===== src/hdl/clat_pkg.sv =====
// Shared types and constants for the command line argument tokenizer.
// No dependencies; imported by command_line_arg_tokenizer.
`default_nettype none

package clat_pkg;

    // Character classes
    localparam logic [7:0] SPACE_CHAR = 8'h20;
    localparam logic [7:0] TILDE_CHAR = 8'h7E;
    localparam logic [7:0] QUOTE_CHAR = 8'h22;

    // Register defaults and limits
    localparam logic [6:0] DEFAULT_MAX_LEN = 7'd51;
    localparam logic [6:0] COUNT_MAX       = 7'd127;

    // Register indexes (byte address bit 2)
    localparam logic REG_TARGET_INDEX = 1'b0;
    localparam logic REG_MAX_ARG_LEN  = 1'b1;

    // Result kinds
    localparam logic KIND_CHAR    = 1'b0;
    localparam logic KIND_SUMMARY = 1'b1;

    // One result request
    typedef struct packed {
        logic       item_kind;
        logic [7:0] arg_char;
        logic [6:0] arg_count;
        logic       arg_found;
        logic [6:0] arg_length;
        logic       last_result;
    } result_t;

endpackage

`default_nettype wire


===== src/hdl/command_line_arg_tokenizer.sv =====
// Command line argument tokenizer: per-character scanner with a small result queue.
// Depends on clat_pkg (types and constants).
//
//   channel   ports                              dir  payload
//   input     s_tvalid s_tready s_tdata s_tlast  in   char_in, end_of_line
//   result    m_tvalid m_tready m_tdata m_tuser  out  argument byte or line summary
//             m_tlast
//   config    psel penable pwrite paddr pwdata   in   target_index, max_arg_length
//             prdata pready
//
// One character is taken per cycle while s_tready is high; the scanner state
// updates at the accepting edge. Each character yields zero, one or two results
// into a four-entry result queue, which drains one per cycle while m_tready is
// high; input is taken while two queue entries are free.
// aresetn (synchronous) empties the queue and returns the scanner to between arguments.
`default_nettype none

module command_line_arg_tokenizer
    import clat_pkg::*;
#(
    parameter int MAX_LINE_LENGTH = 128
) (
    input  wire logic        aclk,
    input  wire logic        aresetn,
    // input channel
    input  wire logic        s_tvalid,
    output logic             s_tready,
    input  wire logic [7:0]  s_tdata,   // [7:0] char_in
    input  wire logic        s_tlast,   // end_of_line
    // result channel
    output logic             m_tvalid,
    input  wire logic        m_tready,
    output logic [23:0]      m_tdata,   // [7:0] arg_char, [14:8] arg_count,
                                        // [15] arg_found, [22:16] arg_length, [23] zero
    output logic             m_tuser,   // [0] item_kind
    output logic             m_tlast,   // last_result
    // configuration port
    input  wire logic        psel,
    input  wire logic        penable,
    input  wire logic        pwrite,
    input  wire logic [2:0]  paddr,
    input  wire logic [31:0] pwdata,
    output logic [31:0]      prdata,
    output logic             pready
);

    localparam int LPW = $clog2(MAX_LINE_LENGTH + 1);

    typedef enum logic [1:0] {
        ST_GAP,
        ST_PLAIN,
        ST_QUOTED,
        ST_DISCARD
    } scan_t;

    // Configuration registers
    logic [5:0] target_index_reg;
    logic [6:0] max_arg_length_reg;

    // Line state
    scan_t          scan_reg,      scan_next;
    logic [6:0]     args_seen_reg, args_seen_next;
    logic [6:0]     emitted_reg,   emitted_next;
    logic           selected_reg,  selected_next;
    logic [LPW-1:0] line_pos_reg,  line_pos_next;

    // Result queue
    result_t    q_reg [4];
    logic [1:0] rd_ptr_reg, wr_ptr_reg;
    logic [2:0] count_reg;

    logic       s_accept, m_accept, cfg_write;
    logic       ws, data, emit_char, found;
    logic [6:0] args_step, emitted_step;
    result_t    char_res, sum_res;
    logic [1:0] push_n;

    assign s_accept  = s_tvalid && s_tready;
    assign m_accept  = m_tvalid && m_tready;
    assign cfg_write = psel && penable && pwrite && pready;

    // APB port
    assign pready = 1'b1;
    always_comb begin
        prdata = '0;
        unique case (paddr[2])
            REG_TARGET_INDEX: prdata = {26'd0, target_index_reg};
            REG_MAX_ARG_LEN:  prdata = {25'd0, max_arg_length_reg};
            default:          prdata = '0;
        endcase
    end

    always_ff @(posedge aclk) begin
        if (!aresetn) begin
            target_index_reg   <= '0;
            max_arg_length_reg <= DEFAULT_MAX_LEN;
        end else if (cfg_write) begin
            if (paddr[2] == REG_TARGET_INDEX) begin
                target_index_reg <= pwdata[5:0];
            end else begin
                max_arg_length_reg <= pwdata[6:0];
            end
        end
    end

    // Character scanner
    assign ws = (s_tdata <= SPACE_CHAR) || (s_tdata > TILDE_CHAR);

    always_comb begin
        scan_next      = scan_reg;
        args_seen_next = args_seen_reg;
        selected_next  = selected_reg;
        line_pos_next  = line_pos_reg;
        data           = 1'b0;
        if (line_pos_reg < LPW'(MAX_LINE_LENGTH)) begin
            line_pos_next = line_pos_reg + 1'b1;
            unique case (scan_reg)
                ST_GAP: begin
                    if (!ws) begin
                        selected_next = (args_seen_reg == {1'b0, target_index_reg});
                        if (args_seen_reg < COUNT_MAX) begin
                            args_seen_next = args_seen_reg + 7'd1;
                        end
                        if (s_tdata == QUOTE_CHAR) begin
                            scan_next = ST_QUOTED;
                        end else begin
                            scan_next = ST_PLAIN;
                            data      = 1'b1;
                        end
                    end
                end
                ST_PLAIN: begin
                    if (ws) scan_next = ST_GAP;
                    else    data = 1'b1;
                end
                ST_QUOTED: begin
                    if (s_tdata == QUOTE_CHAR) scan_next = ST_DISCARD;
                    else                       data = 1'b1;
                end
                ST_DISCARD: begin
                    if (ws) scan_next = ST_GAP;
                end
                default: scan_next = ST_GAP;
            endcase
        end
    end

    assign args_step    = args_seen_next;
    assign emit_char    = data && selected_next && (emitted_reg < max_arg_length_reg);
    assign emitted_step = emit_char ? emitted_reg + 7'd1 : emitted_reg;
    assign found        = (args_step > {1'b0, target_index_reg});

    // Results for this character
    always_comb begin
        char_res.item_kind   = KIND_CHAR;
        char_res.arg_char    = s_tdata;
        char_res.arg_count   = args_step;
        char_res.arg_found   = 1'b1;
        char_res.arg_length  = emitted_step;
        char_res.last_result = 1'b0;

        sum_res.item_kind    = KIND_SUMMARY;
        sum_res.arg_char     = 8'd0;
        sum_res.arg_count    = args_step;
        sum_res.arg_found    = found;
        sum_res.arg_length   = found ? emitted_step : 7'd0;
        sum_res.last_result  = 1'b1;

        push_n = {1'b0, emit_char} + {1'b0, s_tlast};
    end

    // End of line clears all line state
    assign emitted_next = s_tlast ? 7'd0 : emitted_step;

    always_ff @(posedge aclk) begin
        if (!aresetn) begin
            scan_reg      <= ST_GAP;
            args_seen_reg <= '0;
            emitted_reg   <= '0;
            selected_reg  <= 1'b0;
            line_pos_reg  <= '0;
        end else if (s_accept) begin
            if (s_tlast) begin
                scan_reg      <= ST_GAP;
                args_seen_reg <= '0;
                selected_reg  <= 1'b0;
                line_pos_reg  <= '0;
            end else begin
                scan_reg      <= scan_next;
                args_seen_reg <= args_seen_next;
                selected_reg  <= selected_next;
                line_pos_reg  <= line_pos_next;
            end
            emitted_reg <= emitted_next;
        end
    end

    // Result queue: up to two pushes and one pop per cycle
    assign s_tready = (count_reg <= 3'd2);
    assign m_tvalid = (count_reg != 3'd0);

    always_ff @(posedge aclk) begin
        if (s_accept) begin
            if (emit_char) begin
                q_reg[wr_ptr_reg] <= char_res;
                if (s_tlast) q_reg[wr_ptr_reg + 2'd1] <= sum_res;
            end else if (s_tlast) begin
                q_reg[wr_ptr_reg] <= sum_res;
            end
        end
    end

    always_ff @(posedge aclk) begin
        if (!aresetn) begin
            rd_ptr_reg <= '0;
            wr_ptr_reg <= '0;
            count_reg  <= '0;
        end else begin
            if (s_accept) wr_ptr_reg <= wr_ptr_reg + push_n;
            if (m_accept) rd_ptr_reg <= rd_ptr_reg + 2'd1;
            count_reg <= count_reg + (s_accept ? {1'b0, push_n} : 3'd0)
                         - {2'd0, m_accept};
        end
    end

    // Output fields from the queue head
    always_comb begin
        m_tdata = {1'b0,
                   q_reg[rd_ptr_reg].arg_length,
                   q_reg[rd_ptr_reg].arg_found,
                   q_reg[rd_ptr_reg].arg_count,
                   q_reg[rd_ptr_reg].arg_char};
        m_tuser = q_reg[rd_ptr_reg].item_kind;
        m_tlast = q_reg[rd_ptr_reg].last_result;
    end

    // Checks
    a_queue_bound: assert property (@(posedge aclk) disable iff (!aresetn)
        count_reg <= 3'd4)
        else $error("result queue overfilled");

    a_eol_clears: assert property (@(posedge aclk) disable iff (!aresetn)
        s_accept && s_tlast |=> args_seen_reg == 7'd0 && line_pos_reg == '0
                                && emitted_reg == 7'd0)
        else $error("line state not cleared after end of line");

    a_char_found: assert property (@(posedge aclk) disable iff (!aresetn)
        m_tvalid && (m_tuser == KIND_CHAR) |-> m_tdata[15] && !m_tlast
                                              && (m_tdata[22:16] != 7'd0))
        else $error("argument byte without found flag or length");

    a_char_count: assert property (@(posedge aclk) disable iff (!aresetn)
        m_tvalid && (m_tuser == KIND_CHAR) |-> m_tdata[14:8] != 7'd0)
        else $error("argument byte with zero argument count");

endmodule

`default_nettype wire


===== config.mk =====
export PLATFORM = sky130hd
export DESIGN_NAME = command_line_arg_tokenizer
export DESIGN_NICKNAME = d
export VERILOG_FILES = /design/src/hdl/clat_pkg.sv /design/src/hdl/command_line_arg_tokenizer.sv
export SDC_FILE = /design/constraint.sdc
export NUM_CORES = 1
export LEC_CHECK = 0
export BUFFER_PORTS_ARGS = -buffer_cell sky130_fd_sc_hd__buf_2
export CORE_MARGIN = 1
export CORE_UTILIZATION = 35
export CTS_BUF_LIST = sky130_fd_sc_hd__clkbuf_8
export DETAILED_ROUTE_END_ITERATION = 10
export HOLD_SLACK_MARGIN = 0.15
export SETUP_SLACK_MARGIN = 0.1
export SYNTH_ARGS = -nofsm -noshare
export SYNTH_HDL_FRONTEND = slang
export SYNTH_SLANG_ARGS = --single-unit

===== constraint.sdc =====
create_clock -name aclk -period 5.4 [get_ports aclk]
set_clock_uncertainty 0.1 [all_clocks]
set_input_delay 0.27 -clock aclk [delete_from_list [all_inputs] [get_ports aclk]]
set_output_delay 0.27 -clock aclk [all_outputs]
set_load 0.05 [all_outputs]

==> Yosys cells after proc, flatten, opt, wreduce, memory -nomap -nowiden <==
Memories as Yosys holds them, arrays and structs flattened. A register that Yosys moved wholly into a read port is not among the register bits.
Cells that the tools add are included.
{ "word_totals": {"regBits": 45, "ramBits": 100, "inputBits": 51, "n_memories": 1} }
{ "op_classes": {"n_addsub": 9, "n_lt_le_gt_ge": 7, "n_eq_ne": 8, "n_mux": 41, "bitwise": 2, "n_reduce_logical": 15} }
{ "memory_table": {"columns": ["name", "words", "word_bits", "read_ports", "rd_ports_with_merged_regs", "wr", "line", "text"], "rows": [
  ["q_reg", 4, 25, 1, 1, 2, "command_line_arg_tokenizer.sv:68", "result_t q_reg [4];"]
]} }
{ "ops": {"columns": ["cell", "n"], "rows": [
  ["32-bit one-hot mux with 2 select lines", 1],
  ["7-bit two-way mux", 8],
  ["25-bit two-way mux", 1],
  ["1-bit two-way mux", 18],
  ["2-bit two-way mux", 9],
  ["8-bit two-way mux", 2],
  ["7-bit by 1-bit adder with 7-bit output (second input constant)", 2],
  ["8-bit by 1-bit adder with 8-bit output (second input constant)", 1],
  ["8-bit by 6-bit == test with 1-bit output (second input constant)", 1],
  ["8-bit by 7-bit > comparator with 1-bit output (second input constant)", 1],
  ["8-bit by 6-bit <= comparator with 1-bit output (second input constant)", 1],
  ["8-bit < comparator (second input constant)", 1],
  ["7-bit by 6-bit == test with 1-bit output", 1],
  ["7-bit by 6-bit > comparator with 1-bit output", 1],
  ["7-bit < comparator", 1],
  ["7-bit < comparator (second input constant)", 1],
  ["1-bit logical AND", 6],
  ["3-bit inequality test (second input constant)", 2],
  ["2-bit one-hot mux with 3 select lines", 1],
  ["2-bit AND reduction", 3],
  ["5-bit AND reduction", 1],
  ["2-bit by 1-bit adder with 2-bit output (second input constant)", 2],
  ["2-bit == test (second input constant)", 2],
  ["3-bit by 2-bit adder with 3-bit output", 1],
  ["14 further kinds", 14]
]} }

==> Depth between registers and ports, before layout <==
{ "logic_depth": {"depth_word": 11, "mapped_depth": 19, "depth_no_buf": 17} }

==> Least setup slack after synthesis <==
OpenSTA, ideal clock, no wires.
{ "synth_path": {"path_type": "input-to-reg", "from": "input port s_tdata[6]", "to": "memory q_reg[1][10] in the netlist's numbering, enable pin", "setup_ps": 310, "t_arrival_ps": 3371, "path_slack_ps": 1619, "stages": 15, "n_path_buf": 4, "cell_sequence": "buf_6 -> or4b_4 -> or2_4 -> a31oi_4 -> o22ai_4 -> and3_4 -> buf_6 -> buf_2 -> ha_1 -> nand2_1 -> nor3_1 -> or2_2 -> o22ai_2 -> buf_2 -> inv_1"} }
{ "synth_rtl": {"columns": ["element", "line", "text"], "rows": [
  ["start, declared", "command_line_arg_tokenizer.sv:28", "input wire logic [7:0] s_tdata,"],
  ["end, declared", "command_line_arg_tokenizer.sv:68", null]
]} }

==> flow_metrics.tcl <==
set metrics [dict create \
    fin_crit_sh_pct 84.8 \
    hold_viol_final 0 \
    yosysSeqAreaShare_pct 48.4 \
    vias_per_cell 5.05 \
    synth_fa_ha_area_share_pct 3.95 \
    path_class "input pin to flop" \
    clock.fmax_mhz 218 \
    power_frac_comb_pct 33.1 \
    die_h_um 145 \
    whs_ns 0.181 \
    drtIter0Drc 346 \
    slowest_stage "a32oi_1" \
    yosys.area_share.simple_pct 15.2 \
    grt_pass1_wl_mm 26.7 \
    wirelength_mm 16.5 \
    htreeDepth 4 \
    worstMarginPinSlew_ns 1.14 \
    overflow 0 \
    p_sw_mw 1.27 \
    gp_congestion 0.791 \
    nets 821 \
    hpwlAfterDp_mm 11.3 \
    async_flop_share_pct 0 \
    cts.sinks 143 \
    yosys_warnings 0 \
    drc 0 \
    peakVddDrop_mv 0.147 \
    layout_commonest_cell "nor2_1" \
    clock_path_buffers 2 \
    synth.distinct_cells 66 \
    largest_register_ffs 96 \
    fp.dieW_um 145 \
    critPathRequiredTime_ns 5.50 \
    drv_cap 0 \
    antenna_cells 0 \
    min_path_type "input pin to flop" \
    io_pins 112 \
    grt_setup_unrepaired "no" \
    netlist_area_um2 7160 \
    wl_met3_um 636 \
    numCtsBuffers 17 \
    powerDensity_nw_per_um2 401 \
    path_cells "dlygate4sd3_1, buf_2, or4_1, or2_4, nand3_1, or3_1, mux2i_1, inv_1, ha_1, a2111oi_0, a21o_1, o21ai_1, a32oi_1, nor2_1" \
    cts_hold_buf 18 \
    drive_gt1_share_pct 18.8 \
    vias 5185 \
    met1_length_mm 7.92 \
    endpoint_kind "flop" \
    synth_top_family_by_area "simple AND/OR/NAND/NOR gates" \
    internal-power_mw 2.00 \
    slowest_delay_ns 0.64 \
    start_util_pct 36.2 \
    cts_tree "built" \
    layout_common_cells "nor2_1, dfxtp_1, edfxtp_1" \
    clk_latency_ns 0.46 \
    finalCriticalPeriod_ns 4.58 \
    seqPwrFrac_pct 42.2 \
    synth_top_area_cell "edfxtp_1" \
    ys_dominant_reg_cell "dfxtp_1" \
    avgRoutedWirePerCell_um 16.1 \
    cts_setup_buffers 0 \
    synth_cells 678 \
    dieArea_um2 21000 \
    syn_area_per_cell_um2 10.6 \
    clkTransAtPathRegs_ns 0.09 \
    dr_wl_met2_mm 7.75 \
    fin_tns_setup_ns 0 \
    ant_nets 0 \
    p_sw_share_pct 38.8 \
    io_buffers 57 \
    cts.repair.resized 0 \
    ys_ff_latch 143 \
    root_buffer "clkbuf_8" \
    grt_max_degree 33 \
    path_buf_inv 3 \
    slew_viol_final 0 \
    synth_xor_area_share_pct 3.06 \
    cp.arrival_ns 4.68 \
    synth_top_area_share_pct 25.2 \
    maxSlewHeadroom_pct 23.8 \
    critPathTopFamily "compound AO/OA/AOI/OAI gates" \
    num_rows 51 \
    finalSetupViolations 0 \
    synth_edf_count 60 \
    grt_pass1_vias 5000 \
    clkPwrFrac_pct 24.7 \
    cp-start-kind "input pin" \
    synth_compound_area_share_pct 13.2 \
    synthMuxAreaShare_pct 8.97 \
    antenna_found_initial 0 \
    area_delta_synth_final_pct 13.9 \
    first_pass_iters 5 \
    highest_layer "met4" \
    p_leak_nw 3.17 \
    run_status "completed" \
    synth.top_cells.by_area "edfxtp_1, dfxtp_1, mux4_2" \
    grtUsageTotal_pct 16.3 \
    core_area_um2 19800 \
    critPathMaxFanout 8 \
]
worst reg2reg max path: cells and delay by family (launching register included):
| family | cells | cell delay, ns |
|---|---|---|
| DFF | 1 | 0.40 |
| and+or+nand+nor | 4 | 0.99 |
| AOI/OAI and AO/OA | 5 | 1.36 |
| buffers and inverters | 1 | 0.17 |
| adders and majority gates | 1 | 0.33 |
| muxes | 1 | 0.70 |
metal layers:
layer	up-vias	global-route usage, %
met5	-	0
met4	0	5.64
met3	17	3.30
met2	132	25.9
met1	2483	22.0
li1	2553	-
kinds of logic (layout without fill, tap and decap cells):
logic type	after synthesis	count (layout)
DFF	143	143
AOI/OAI and AO/OA	125	125
adders and majority gates	22	22
and+or+nand+nor	226	226
xor gates and xnor gates	25	25
muxes	34	34
other	2	27
buffers and inverters	101	159
area by class of cell:
type                       instances  area, µm²
fill                            1965      11600
sequential                       143       3460
tap                              265        332
multi-input combinational        459       3280
timing repair buffer              88        563
inverter                          39        146
clock inverter                    15        135
clock buffer                      17        234
synth_stat cells (3+ instances only):
cell,n
and4_1,4
or3_1,10
a22o_1,32
buf_1,4
nand2_1,49
o21ai_0,24
a21oi_1,16
buf_6,3
a211oi_1,7
nor2_1,88
and2_1,6
mux4_2,24
a2bb2oi_1,3
dfxtp_1,83
inv_1,39
clkbuf_1,22
mux2i_1,9
a32oi_1,4
a21o_1,3
xor2_1,14
o211ai_1,4
nand2b_1,4
a31oi_1,7
and3_1,6
o21a_1,3
ha_1,21
buf_2,4
edfxtp_1,60
nand4_1,15
nor3_1,9
nor3_2,3
nand3_1,18
xnor2_1,11
buf_4,28
per-stage QoR:
step | cells | setup WS, ns | cell area [µm²] | power (mW) | util, %
2_1_floorplan | 703 | 1.62 | 7250 | 2.27 | -
3_3_place_gp | 976 | 0.940 | 7600 | 2.48 | 38.4
3_5_place_dp | 976 | 0.906 | 7600 | 2.49 | 38.4
4_1_cts | 1026 | 0.835 | 8150 | 3.30 | 41.2
5_1_grt | 1026 | 0.525 | 8150 | 3.43 | 41.2
6_report | 1026 | 0.822 | 8150 | 3.27 | 41.2
power groups by stage:
stage               Clock, mW  Combinational (mW)  Sequential [mW]
floorplan                   0               0.947             1.33
global placement            0                1.07             1.41
detailed placement          0                1.08             1.41
CTS                     0.827                1.09             1.38
global route            0.875                1.15             1.40
finish                  0.805                1.08             1.38
final timing paths:
| check | startpoint | to | slack [ns] | depth (start not counted) |
|---|---|---|---|---|
| max reg2reg | scan_reg[1] | q_reg[3][1] | 1.09 | 12 |
| min | m_tready | rd_ptr_reg[0] | 0.18 | 4 |
| max | s_tdata[3] | q_reg[3][1] | 0.82 | 14 |
| min reg2reg | q_reg[1][0] | q_reg[1][0] | 0.36 | 1 |
Power figures use the tool's default switching activity.
